**src/hw/rtl/oqsr_pkg.sv**
```systemverilog
package oqsr_pkg;

    // Default sizes of the queue
    localparam int QUEUE_DEPTH_DEF = 64;
    localparam int HANDLE_BITS_DEF = 16;

    // Fixed field widths
    localparam int TID_BITS  = 16;
    localparam int KIND_BITS = 2;

    // Request kinds
    typedef enum logic [KIND_BITS-1:0] {
        KIND_PUT    = 2'd0,
        KIND_GET    = 2'd1,
        KIND_FIND   = 2'd2,
        KIND_REMOVE = 2'd3
    } kind_t;

    // Command broadcast to every cell of the chain
    typedef enum logic [1:0] {
        CMD_HOLD = 2'd0,   // keep contents
        CMD_LOAD = 2'd1,   // first empty cell takes the new entry
        CMD_DROP = 2'd2,   // shift toward the head, tail cell empties
        CMD_WRAP = 2'd3    // shift toward the head, tail cell takes the head entry
    } cell_cmd_t;

    // Control bundle handed to the cells
    typedef struct packed {
        cell_cmd_t cmd;
    } cell_ctrl_t;

endpackage

```
**src/hw/rtl/oqsr_cell.sv**
```systemverilog
module oqsr_cell #(
    parameter int HANDLE_BITS = oqsr_pkg::HANDLE_BITS_DEF
) (
    input  logic                          clk,
    input  logic                          rst_n,
    input  oqsr_pkg::cell_ctrl_t          ctrl,
    input  logic                          prev_valid,
    input  logic                          nxt_valid,
    input  logic [HANDLE_BITS-1:0]        nxt_task,
    input  logic [oqsr_pkg::TID_BITS-1:0] nxt_tid,
    input  logic [HANDLE_BITS-1:0]        nxt_thr,
    input  logic [HANDLE_BITS-1:0]        head_task,
    input  logic [oqsr_pkg::TID_BITS-1:0] head_tid,
    input  logic [HANDLE_BITS-1:0]        head_thr,
    input  logic [HANDLE_BITS-1:0]        load_task,
    input  logic [oqsr_pkg::TID_BITS-1:0] load_tid,
    input  logic [HANDLE_BITS-1:0]        load_thr,
    output logic                          valid,
    output logic [HANDLE_BITS-1:0]        task_val,
    output logic [oqsr_pkg::TID_BITS-1:0] tid_val,
    output logic [HANDLE_BITS-1:0]        thr_val
);

    logic                          valid_reg, valid_next;
    logic [HANDLE_BITS-1:0]        task_reg, task_next;
    logic [oqsr_pkg::TID_BITS-1:0] tid_reg, tid_next;
    logic [HANDLE_BITS-1:0]        thr_reg, thr_next;

    // Pick the next contents of this cell
    always_comb
    begin
        valid_next = valid_reg;
        task_next  = task_reg;
        tid_next   = tid_reg;
        thr_next   = thr_reg;
        unique case (ctrl.cmd)
            oqsr_pkg::CMD_HOLD:
            begin
            end
            oqsr_pkg::CMD_LOAD:
            begin
                if (!valid_reg && prev_valid)
                begin
                    valid_next = 1'b1;
                    task_next  = load_task;
                    tid_next   = load_tid;
                    thr_next   = load_thr;
                end
            end
            oqsr_pkg::CMD_DROP:
            begin
                if (nxt_valid)
                begin
                    task_next = nxt_task;
                    tid_next  = nxt_tid;
                    thr_next  = nxt_thr;
                end
                else
                begin
                    valid_next = 1'b0;
                end
            end
            oqsr_pkg::CMD_WRAP:
            begin
                if (nxt_valid)
                begin
                    task_next = nxt_task;
                    tid_next  = nxt_tid;
                    thr_next  = nxt_thr;
                end
                else if (valid_reg)
                begin
                    task_next = head_task;
                    tid_next  = head_tid;
                    thr_next  = head_thr;
                end
            end
            default:
            begin
            end
        endcase
    end

    // Hold the occupied flag
    always_ff @(posedge clk or negedge rst_n)
    begin
        if (!rst_n)
            valid_reg <= 1'b0;
        else
            valid_reg <= valid_next;
    end

    // Hold the entry payload
    always_ff @(posedge clk)
    begin
        task_reg <= task_next;
        tid_reg  <= tid_next;
        thr_reg  <= thr_next;
    end

    assign valid    = valid_reg;
    assign task_val = task_reg;
    assign tid_val  = tid_reg;
    assign thr_val  = thr_reg;

endmodule

```
**config.mk**
```make
export PLATFORM = sky130hd
export DESIGN_NAME = oqsr_cell
export DESIGN_NICKNAME = d
export VERILOG_FILES = /design/src/hw/rtl/oqsr_pkg.sv /design/src/hw/rtl/oqsr_cell.sv
export SDC_FILE = /design/constraint.sdc
export NUM_CORES = 1
export LEC_CHECK = 0
export ABC_CLOCK_PERIOD_IN_PS = 6450
export BUFFER_PORTS_ARGS = -buffer_cell sky130_fd_sc_hd__buf_2
export CORE_MARGIN = 10
export CORE_UTILIZATION = 40
export CTS_CLUSTER_SIZE = 24
export DETAILED_ROUTE_END_ITERATION = 8
export PLACE_DENSITY = 0.8
export SLEW_MARGIN = 10
export SYNTH_ARGS = -nofsm -noshare
export SYNTH_HDL_FRONTEND = slang
export SYNTH_SLANG_ARGS = --single-unit
export TNS_END_PERCENT = 30
```
**constraint.sdc**
```tcl
create_clock -name clk -period 6.45 [get_ports clk]
set_clock_uncertainty 0.2 [all_clocks]
set_input_delay 1.935 -clock clk [delete_from_list [all_inputs] [get_ports clk]]
set_output_delay 1.935 -clock clk [all_outputs]
set_load 0.005 [all_outputs]
```
==> results of run 1 <==
## area by class of cell
| cell class | instances | area share (%) |
|---|---|---|
| Clock buffer | 5 | 1.90 |
| Clock inverter | 3 | 0.346 |
| Inverter | 2 | 0.207 |
| Multi-Input combinational cell | 152 | 26.4 |
| Sequential cell | 49 | 40.5 |
| Tap cell | 75 | 2.59 |
| Timing Repair Buffer | 201 | 28.0 |
## Yosys cell counts
cell type	n	area, um2
mux2i_1	48	480
nor3b_1	1	7.51
buf_2	2	10.0
o21ai_0	3	15.0
inv_1	2	7.51
edfxtp_1	48	1440
nand2_1	1	3.75
nand2b_1	1	6.26
buf_4	3	22.5
buf_12	2	40.0
nor2_1	48	180
buf_8	1	15.0
dfrtp_1	1	25.0
clkbuf_1	9	33.8
a21oi_1	50	250
## worst paths after layout
kind	start	endpoint	slack, ns	cells after the start
min in group asynchronous	rst_n	valid	1.20	1
worst max-delay path	ctrl[1]	task_val[13]	2.52	5
worst min-delay path	valid	valid	0.43	2
max in group asynchronous	rst_n	valid	4.77	1
worst max register to register	valid	task_val[13]	4.15	4
worst min register to register	valid	valid	0.43	2
## kinds of logic (layout without fill, tap and decap cells)
family / Yosys count / count (layout) / share of synthesized area, %
flops: 49 / 49 / 57.8
buf+inv: 19 / 211 / 5.08
compound gates: 53 / 53 / 10.4
simple gates: 51 / 51 / 7.79
mux: 48 / 48 / 18.9
## metrics by stage
step / total power, uW / utilization [%] / hold slack, ns / cell area [um2]
2_1_floorplan: 474 / - / 0.359 / 2540
3_3_place_gp: 554 / 58.7 / 0.412 / 3540
3_5_place_dp: 559 / 58.7 / 0.420 / 3540
4_1_cts: 722 / 60.1 / 0.442 / 3620
5_1_grt: 755 / 60.1 / 0.498 / 3620
6_report: 712 / 60.1 / 0.434 / 3620
## power groups by stage
stage	sequential [uW]	combinational (uW)	clock (uW)
2_1_floorplan	408	66.2	0
3_3_place_gp	401	153	0
3_5_place_dp	402	157	0
4_1_cts	395	158	170
5_1_grt	397	173	185
6_report	394	154	163
## tightest hold or removal path: cells and delay by family, from the launching register on
kind,cells,cell delay (ns)
AO/OA/AOI/OAI,2,0.17
flip-flops,1,0.43
## per-layer routing
layer / up-vias / global-route usage (%) / share of wire, %
li1: 1177 / - / -
met1: 1013 / 15.7 / 37
met2: 132 / 27.5 / 51
met3: 7 / 7.13 / 11
met4: 0 / 3.09 / 0.67
met5: - / 0 / 0
==> run metrics, run 1 <==
CP max stage delay 0.66 ns; worst-margin pin slew roughly 0.87 ns; Worst slew margin 41.9%; total grt overflow 0; area occupied by registers 1470 um2; #FFs+latches synth 49; Chip Width between 90 and 100 um; Sw Ratio 24.5%; Yosys cell types 15; total of max-cap violations 0; cell row count 28; DRT iter0 DRCs 55; port bufs 198; crit-path max FO 98; CP Capture Type flip-flop; worst min path class reg -> reg; Fillers 509; sequential power share ~55%; crit path time final about 4 ns; outcome finished clean; cells after synthesis 220; layout cell share with drive strength beyond 1 50.7%; WL/cell roughly 17 um; vias per cell between 4 and 5; Diodes inserted 0; HPWL Detailed 6950 um; Period Utilization, post-route 60.9%; Area growth, synth to finish 42.6%; drt first pass iters 4; dpl cells 479; first-pass GRT wire length 12400 um; Post-Route WL 8210 um; die area approximately 9900 um2; via count 2329; number of max-slew violations in the final report 0; Post-CTS Setup Bufs 0; mapped cell area 2540 um2; CORE AREA 6030 um2; final number of hold-violating endpoints 0; clock buffer count from CTS 5; cts hold-fix bufs 0; vias in the first global route 2522; antenna violations before repair 0; most frequent cells in the layout buf_2, a21oi_1, mux2i_1, nor2_1, edfxtp_1; crit-path cells buf_2, buf_4, nand2_1, o21ai_4, buf_4; switching power 174 uW; startpoint types primary input; RePlAce Congestion 0.790; I/O pin count roughly 200; CP top delay family buffers and inverters; pwr/cell area 197 nW/um2; CTS tree yes; DR DRC count 0; Synth Warn # 0; Multi-input gate area 957 um2; Initial Util 42.1%; # clock sinks just under 50; # H-tree levels 2; Clk Latency, worst-skew pair 0.29 ns; Clk pin slew, worst setup/hold paths 0.08 ns; Syn Nets 370; Global Route Usage Sum ~15%; CP Buf/Inv Count 3; clock power share 22.9%; Final setup viols 0; Clock Tree Buf Depth 2; Setup TNS Final 0 ns; Die Height 99.7 um; Final ANT Viol Nets 0; DP Worst Slack 2.17 ns; arrival time worst endpoint 3.69 ns; total internal power 537 uW; VDD IR max approximately 90 uV; sequential-to-total area share from yosys stat about 58%; f_max between 200 and 300 MHz; commonest non-fill, non-tap cell in the layout buf_2; nets 561; Worst Slack Setup Final 2.52 ns; Slowest-stage cell, CP buf_4; WP data required roughly 6.2 ns; Setup CP Type in -> reg; critical path's most frequent cell buf_4; pin count of the biggest net entering global routing 99; Leakage 0.00187 uW; PostCTS Resize Cnt 0; mean post-synth cell area 11.5 um2; RSZ-0062 raised after global routing false; Combinational Power Share 21.7%; Root Driver clkbuf_8; Non-Filler Instances 487
(Power assumes the default switching activity.)
==> run 2: changes to the inputs <==
--- a/config.mk
+++ b/config.mk
@@ -5,13 +5,13 @@
 export SDC_FILE = /design/constraint.sdc
 export NUM_CORES = 1
 export LEC_CHECK = 0
-export ABC_CLOCK_PERIOD_IN_PS = 6450
+export ABC_CLOCK_PERIOD_IN_PS = 3600
 export BUFFER_PORTS_ARGS = -buffer_cell sky130_fd_sc_hd__buf_2
 export CORE_MARGIN = 10
-export CORE_UTILIZATION = 40
+export CORE_UTILIZATION = 36
 export CTS_CLUSTER_SIZE = 24
 export DETAILED_ROUTE_END_ITERATION = 8
-export PLACE_DENSITY = 0.8
+export PLACE_DENSITY = 0.76
 export SLEW_MARGIN = 10
 export SYNTH_ARGS = -nofsm -noshare
 export SYNTH_HDL_FRONTEND = slang
==> constraint.sdc (replaced) <==
create_clock -name clk -period 3.6 [get_ports clk]
set_clock_uncertainty 0.2 [all_clocks]
set_input_delay 1.08 -clock clk [delete_from_list [all_inputs] [get_ports clk]]
set_output_delay 1.08 -clock clk [all_outputs]
set_load 0.005 [all_outputs]
==> run metrics, run 2 (synthesis results as in run 1) <==
arrival time worst endpoint 2.18 ns (-1.51 ns); f_max between 400 and 500 MHz; met3 WL 747 um (-19%); worst-margin pin slew 0.437 ns (-0.434 ns); crit-path max FO 25 (-74%); Total Power 1270 uW (+79%); CP Buf/Inv Count 2 (-1); RSZ-0062 raised after global routing false; RePlAce Congestion 0.758 (-4.0%); final number of hold-violating endpoints 0 (unchanged); uppermost layer routed met4; Diodes inserted 0 (unchanged); Setup CP Type in -> reg; worst min path class in -> async; WL/cell 15.6 um (-7.4%); I/O pin count 199 (unchanged); drt first pass iters 4 (unchanged); # H-tree levels 2 (unchanged); crit path time final 2.42 ns; total internal power 966 uW (+80%); VDD IR max 138 uV (+49%); sequential power share 55.3% (about the same); Final ANT Viol Nets 0 (unchanged); die area 10800 um2 (+8.8%); Initial Util 37.2% (-5.0 points); crit-path cells buf_2, nor3b_1, a21oi_1, o21ai_4, buf_4; Slowest-stage cell, CP buf_4; vias in the first global route 2600 (+3.1%); Sw Ratio 24.2% (-0.31 points); Chip Width 104 um (+4.3%); Global Route Usage Sum 13.9% (-1.4 points); Final setup viols 0 (unchanged); CP max stage delay 0.32 ns (-0.34 ns); number of max-slew violations in the final report 0 (unchanged); cell row count 30 (+7.1%); total of max-cap violations 0 (unchanged); DRT iter0 DRCs 48 (-13%); Clock Tree Buf Depth 2 (unchanged); Fillers 640 (+26%); via count 2339 (+0.43%); first-pass GRT wire length 12500 um (+0.90%); pwr/cell area 347 nW/um2 (+76%); cts hold-fix bufs 0 (unchanged); outcome finished clean; Leakage 0.00188 uW (+0.58%); commonest non-fill, non-tap cell in the layout buf_2; DR DRC count 0 (unchanged); switching power 309 uW (+77%); Root Driver clkbuf_8; CORE AREA 6830 um2 (+13%); startpoint types primary input; total grt overflow 0 (unchanged); clock power share 22.8% (about the same); pin count of the biggest net entering global routing 78 (-21%); Die Height 104 um (+4.3%); Post-CTS Setup Bufs 0 (unchanged); Worst slew margin 70.9% (+29 points); CP Capture Type flip-flop; CTS tree yes; clock buffer count from CTS 5 (unchanged); Clk pin slew, worst setup/hold paths 0.08 ns (about the same); vias per cell 4.60 (-3.7%); Period Utilization, post-route 67.2%; Combinational Power Share 22.0% (+0.3 points); most frequent cells in the layout buf_2, a21oi_1, mux2i_1, nor2_1, edfxtp_1; WP data required 3.36 ns (-2.86 ns); antenna violations before repair 0 (unchanged); Post-Route WL 7930 um (-3.4%); HPWL Detailed 6610 um (-5.0%); Area growth, synth to finish 44.7%; layout cell share with drive strength beyond 1 50.7% (unchanged); Clk Latency, worst-skew pair 0.29 ns (about the same); port bufs 198 (unchanged); nets 562 (+0.18%); Setup TNS Final 0 ns (unchanged); WL met2 4120 um (-0.91%); # clock sinks 49 (unchanged); CP top delay family buffers and inverters; met1 WL 3000 um (-2.5%); PostCTS Resize Cnt 0 (unchanged)
[run 2: power by group through the flow]
stage	combinational, uW	clock [uW]	sequential (uW)
floorplan	119	0	728
global placement	276	0	716
detailed placement	285	0	718
CTS	286	304	705
global route	312	325	710
finish	280	290	704
[run 2: routing by layer]
layer / GRT usage, % / up-vias
met4: 2.98 / 0
met5: 0 / -
li1: - / 1185
met1: 13.6 / 1027
met2: 26.1 / 121
met3: 6.26 / 6
[run 2: cell type report]
cell class                      count  area [um2]  area share [%]
Clock inverter                      1        3.75           0.102
Sequential cell                    49        1470            39.9
Tap cell                           96         120            3.27
Multi-Input combinational cell    152         957            26.1
Clock buffer                        6        72.6            1.98
Inverter                            2        7.51           0.204
Timing Repair Buffer              202        1050            28.5
[run 2: final timing paths]
| path | end | startpoint | slack [ns] | depth (start not counted) |
|---|---|---|---|---|
| worst max-delay path | tid_val[11] | ctrl[1] | 1.18 | 5 |
| worst min-delay path | valid | rst_n | 0.35 | 1 |
| worst max register to register | tid_val[11] | valid | 1.84 | 4 |
| worst min register to register | valid | valid | 0.45 | 2 |
| max in group asynchronous | valid | rst_n | 2.76 | 1 |
| min in group clk | valid | valid | 0.45 | 2 |
[run 2: through the flow]
| step | utilization [%] | hold WS [ns] | setup WS (ns) | std cells | area (um2) |
|---|---|---|---|---|---|
| CTS | 53.8 | 0.342 | 1.17 | 508 | 3670 |
| detailed placement | 52.7 | 0.439 | 0.851 | 501 | 3600 |
| floorplan | - | 0.359 | 0.190 | 220 | 2540 |
| global route | 53.8 | 0.333 | 1.10 | 508 | 3670 |
| finish | 53.8 | 0.353 | 1.18 | 508 | 3670 |
| global placement | 52.7 | 0.399 | 0.932 | 501 | 3600 |
==> run 3: changes to the inputs <==
--- a/config.mk
+++ b/config.mk
@@ -5,13 +5,14 @@
 export SDC_FILE = /design/constraint.sdc
 export NUM_CORES = 1
 export LEC_CHECK = 0
-export ABC_CLOCK_PERIOD_IN_PS = 3600
+export ABC_AREA = 1
+export ABC_CLOCK_PERIOD_IN_PS = 2550
 export BUFFER_PORTS_ARGS = -buffer_cell sky130_fd_sc_hd__buf_2
 export CORE_MARGIN = 10
-export CORE_UTILIZATION = 36
+export CORE_UTILIZATION = 45
 export CTS_CLUSTER_SIZE = 24
 export DETAILED_ROUTE_END_ITERATION = 8
-export PLACE_DENSITY = 0.76
+export PLACE_DENSITY = 0.8
 export SLEW_MARGIN = 10
 export SYNTH_ARGS = -nofsm -noshare
 export SYNTH_HDL_FRONTEND = slang
==> constraint.sdc (replaced) <==
create_clock -name clk -period 2.55 [get_ports clk]
set_clock_uncertainty 0.2 [all_clocks]
set_input_delay 0.765 -clock clk [delete_from_list [all_inputs] [get_ports clk]]
set_output_delay 0.765 -clock clk [all_outputs]
set_load 0.005 [all_outputs]
==> run metrics, run 3 <==
Die Height 109 um (+5.0%); DR DRC count 0 (unchanged); I/O pin count 199 (unchanged); fin area 4710 um2 (+28%); worst min path class in -> async; Clock Tree Buf Depth 2 (unchanged); # H-tree levels 2 (unchanged); commonest non-fill, non-tap cell in the layout nand2_1; Synth Warn # 0 (unchanged); VDD IR max 257 uV (+87%); Setup CP Type in -> reg; via count 3961 (+69%); Initial Util 46.4% (+9.2 points); Min Hold Slack 0.0351 ns (-0.318 ns); Synth area leaders edfxtp_1, nand2_1, nand3_1; cells after synthesis 563 (+160%); total of max-cap violations 0 (unchanged); Async SR Flop Fraction 2.04% (unchanged); cell row count 32 (+6.7%); Clk pin slew, worst setup/hold paths 0.09 ns (about the same); drt first pass iters 4 (unchanged); outcome finished clean; Leakage 0.00290 uW (+54%); crit path time final 1.91 ns; arrival time worst endpoint 1.87 ns (-0.31 ns); top post-synthesis cells by count nand2_1, inv_1, nand3_1, edfxtp_1, buf_2; layout cell share with drive strength beyond 1 31.0% (-20 points); RePlAce Congestion 0.828 (+9.2%); vias in the first global route 3840 (+48%); Post-Route WL 11700 um (+47%); Chip Width 109 um (+5.0%); Clk Latency, worst-skew pair 0.29 ns (about the same); Period Utilization, post-route between 70% and 80%; worst-margin pin slew 0.832 ns (+0.395 ns); crit-path max FO 48 (+92%); Root Driver clkbuf_8; startpoint types primary input; most common cell in the netlist nand2_1; Final ANT Viol Nets 0 (unchanged); pin count of the biggest net entering global routing 49 (-37%); Top FF cell, synth edfxtp_1; vias per cell 4.64 (+0.74%); Post-CTS Setup Bufs 0 (unchanged); mapped cell area 3580 um2 (+41%); cts hold-fix bufs 0 (unchanged); die area 11900 um2 (+10%); Yosys cell types 12 (-3); Yosys top cell area share 40.2% (-17 points); PostCTS Resize Cnt 0 (unchanged); total grt overflow 0 (unchanged); port bufs 198 (unchanged); CP Capture Type flip-flop; WP data required 2.51 ns (-0.85 ns); placed cell area 4620 um2 (+28%); RSZ-0062 raised after global routing false; Worst slew margin 44.5% (-26 points); CTS tree yes; largest area contributor in the netlist edfxtp_1; nets 900 (+60%); mean post-synth cell area 6.36 um2 (-45%); Syn Nets 713 (+93%); antenna violations before repair 0 (unchanged); HPWL Detailed 9040 um (+37%); WL/cell 13.7 um (-12%); # clock sinks 49 (unchanged); f_max 524 MHz; Global Route Usage Sum 18.2% (+4.3 points); CORE AREA 7730 um2 (+13%); first-pass GRT wire length 17700 um (+42%); most frequent cells in the layout nand2_1, buf_2, inv_1; clock buffer count from CTS 5 (unchanged); Final setup viols 0 (unchanged); pwr/cell area 427 nW/um2 (+23%); sequential-to-total area share from yosys stat 40.9% (-17 points); Setup TNS Final 0 ns (unchanged); EDFF count, synth 48 (unchanged); DRT iter0 DRCs 162 (+240%); #FFs+latches synth 49 (unchanged); Area growth, synth to finish 31.4%; number of max-slew violations in the final report 0 (unchanged); final number of hold-violating endpoints 0 (unchanged)
## run 3: changes by cell type in the layout (fill, tap and decap cells not counted), moves of 8 or more
cell      delta
nand3_1     +86
inv_2       +14
nor2_1      -48
clkinv_1     +8
a21oi_1     -50
nand2_1    +267
inv_1      +102
mux2i_1     -48
buf_4       +10
## run 3: cell families (layout without fill, tap and decap cells)
kind of cell / Yosys count / after routing / synth area share (%)
flip-flops: 49 / 49 / 40.9
buffers and inverters: 158 / 346 / 18.7
other: 0 / 1 / 0
AND/OR/NAND/NOR: 356 / 356 / 40.4
## run 3: per-stage QoR
| step | setup slack (ns) | util, % | power (uW) | std cells |
|---|---|---|---|---|
| after floorplan | 0.0380 | - | 1320 | 563 |
| after global placement | 0.388 | 59.8 | 1570 | 845 |
| after detailed placement | 0.343 | 59.8 | 1590 | 845 |
| after CTS | 0.656 | 60.9 | 2030 | 853 |
| after global routing | 0.479 | 60.9 | 2130 | 853 |
| final | 0.642 | 60.9 | 2010 | 854 |
## run 3: power breakdown
group,switching (uW),internal (uW)
Sequential,23.8,990
Combinational,314,236
Clock,256,191
## run 3: path summary, 6_finish.rpt
kind	startpoint	end	slack, ns	cells past startpoint
max in group asynchronous	rst_n	valid	2.02	1
max reg2reg	valid	tid_val[1]	0.98	4
min in group clk	valid	valid	0.34	2
min	rst_n	valid	0.04	1
min reg2reg	valid	valid	0.34	2
max	ctrl[0]	tid_val[3]	0.64	5
## run 3: area by class of cell
cell class              count  area [um2]
fillers                   731        3020
flip-flops and latches     49        1470
multi-input cells         356        1450
repair buffers            211        1100
inverters                 127         477
well taps                 102         128
clock buffers               6        72.6
clock inverters             2        10.0
diodes                      1        2.50
## run 3: layer usage
metal	track usage (%)	vias up	wire length, um
met3	4.90	13	1040
met1	21.2	1730	4550
li1	-	2045	-
met2	31.9	173	5950
met5	0	-	0
met4	5.39	0	156
## run 3: critical path, stage by stage
cell,delay (ns)
buf_2,0.13
nand2_1,0.07
inv_2,0.60
nand3_1,0.16
nand2_1,0.12
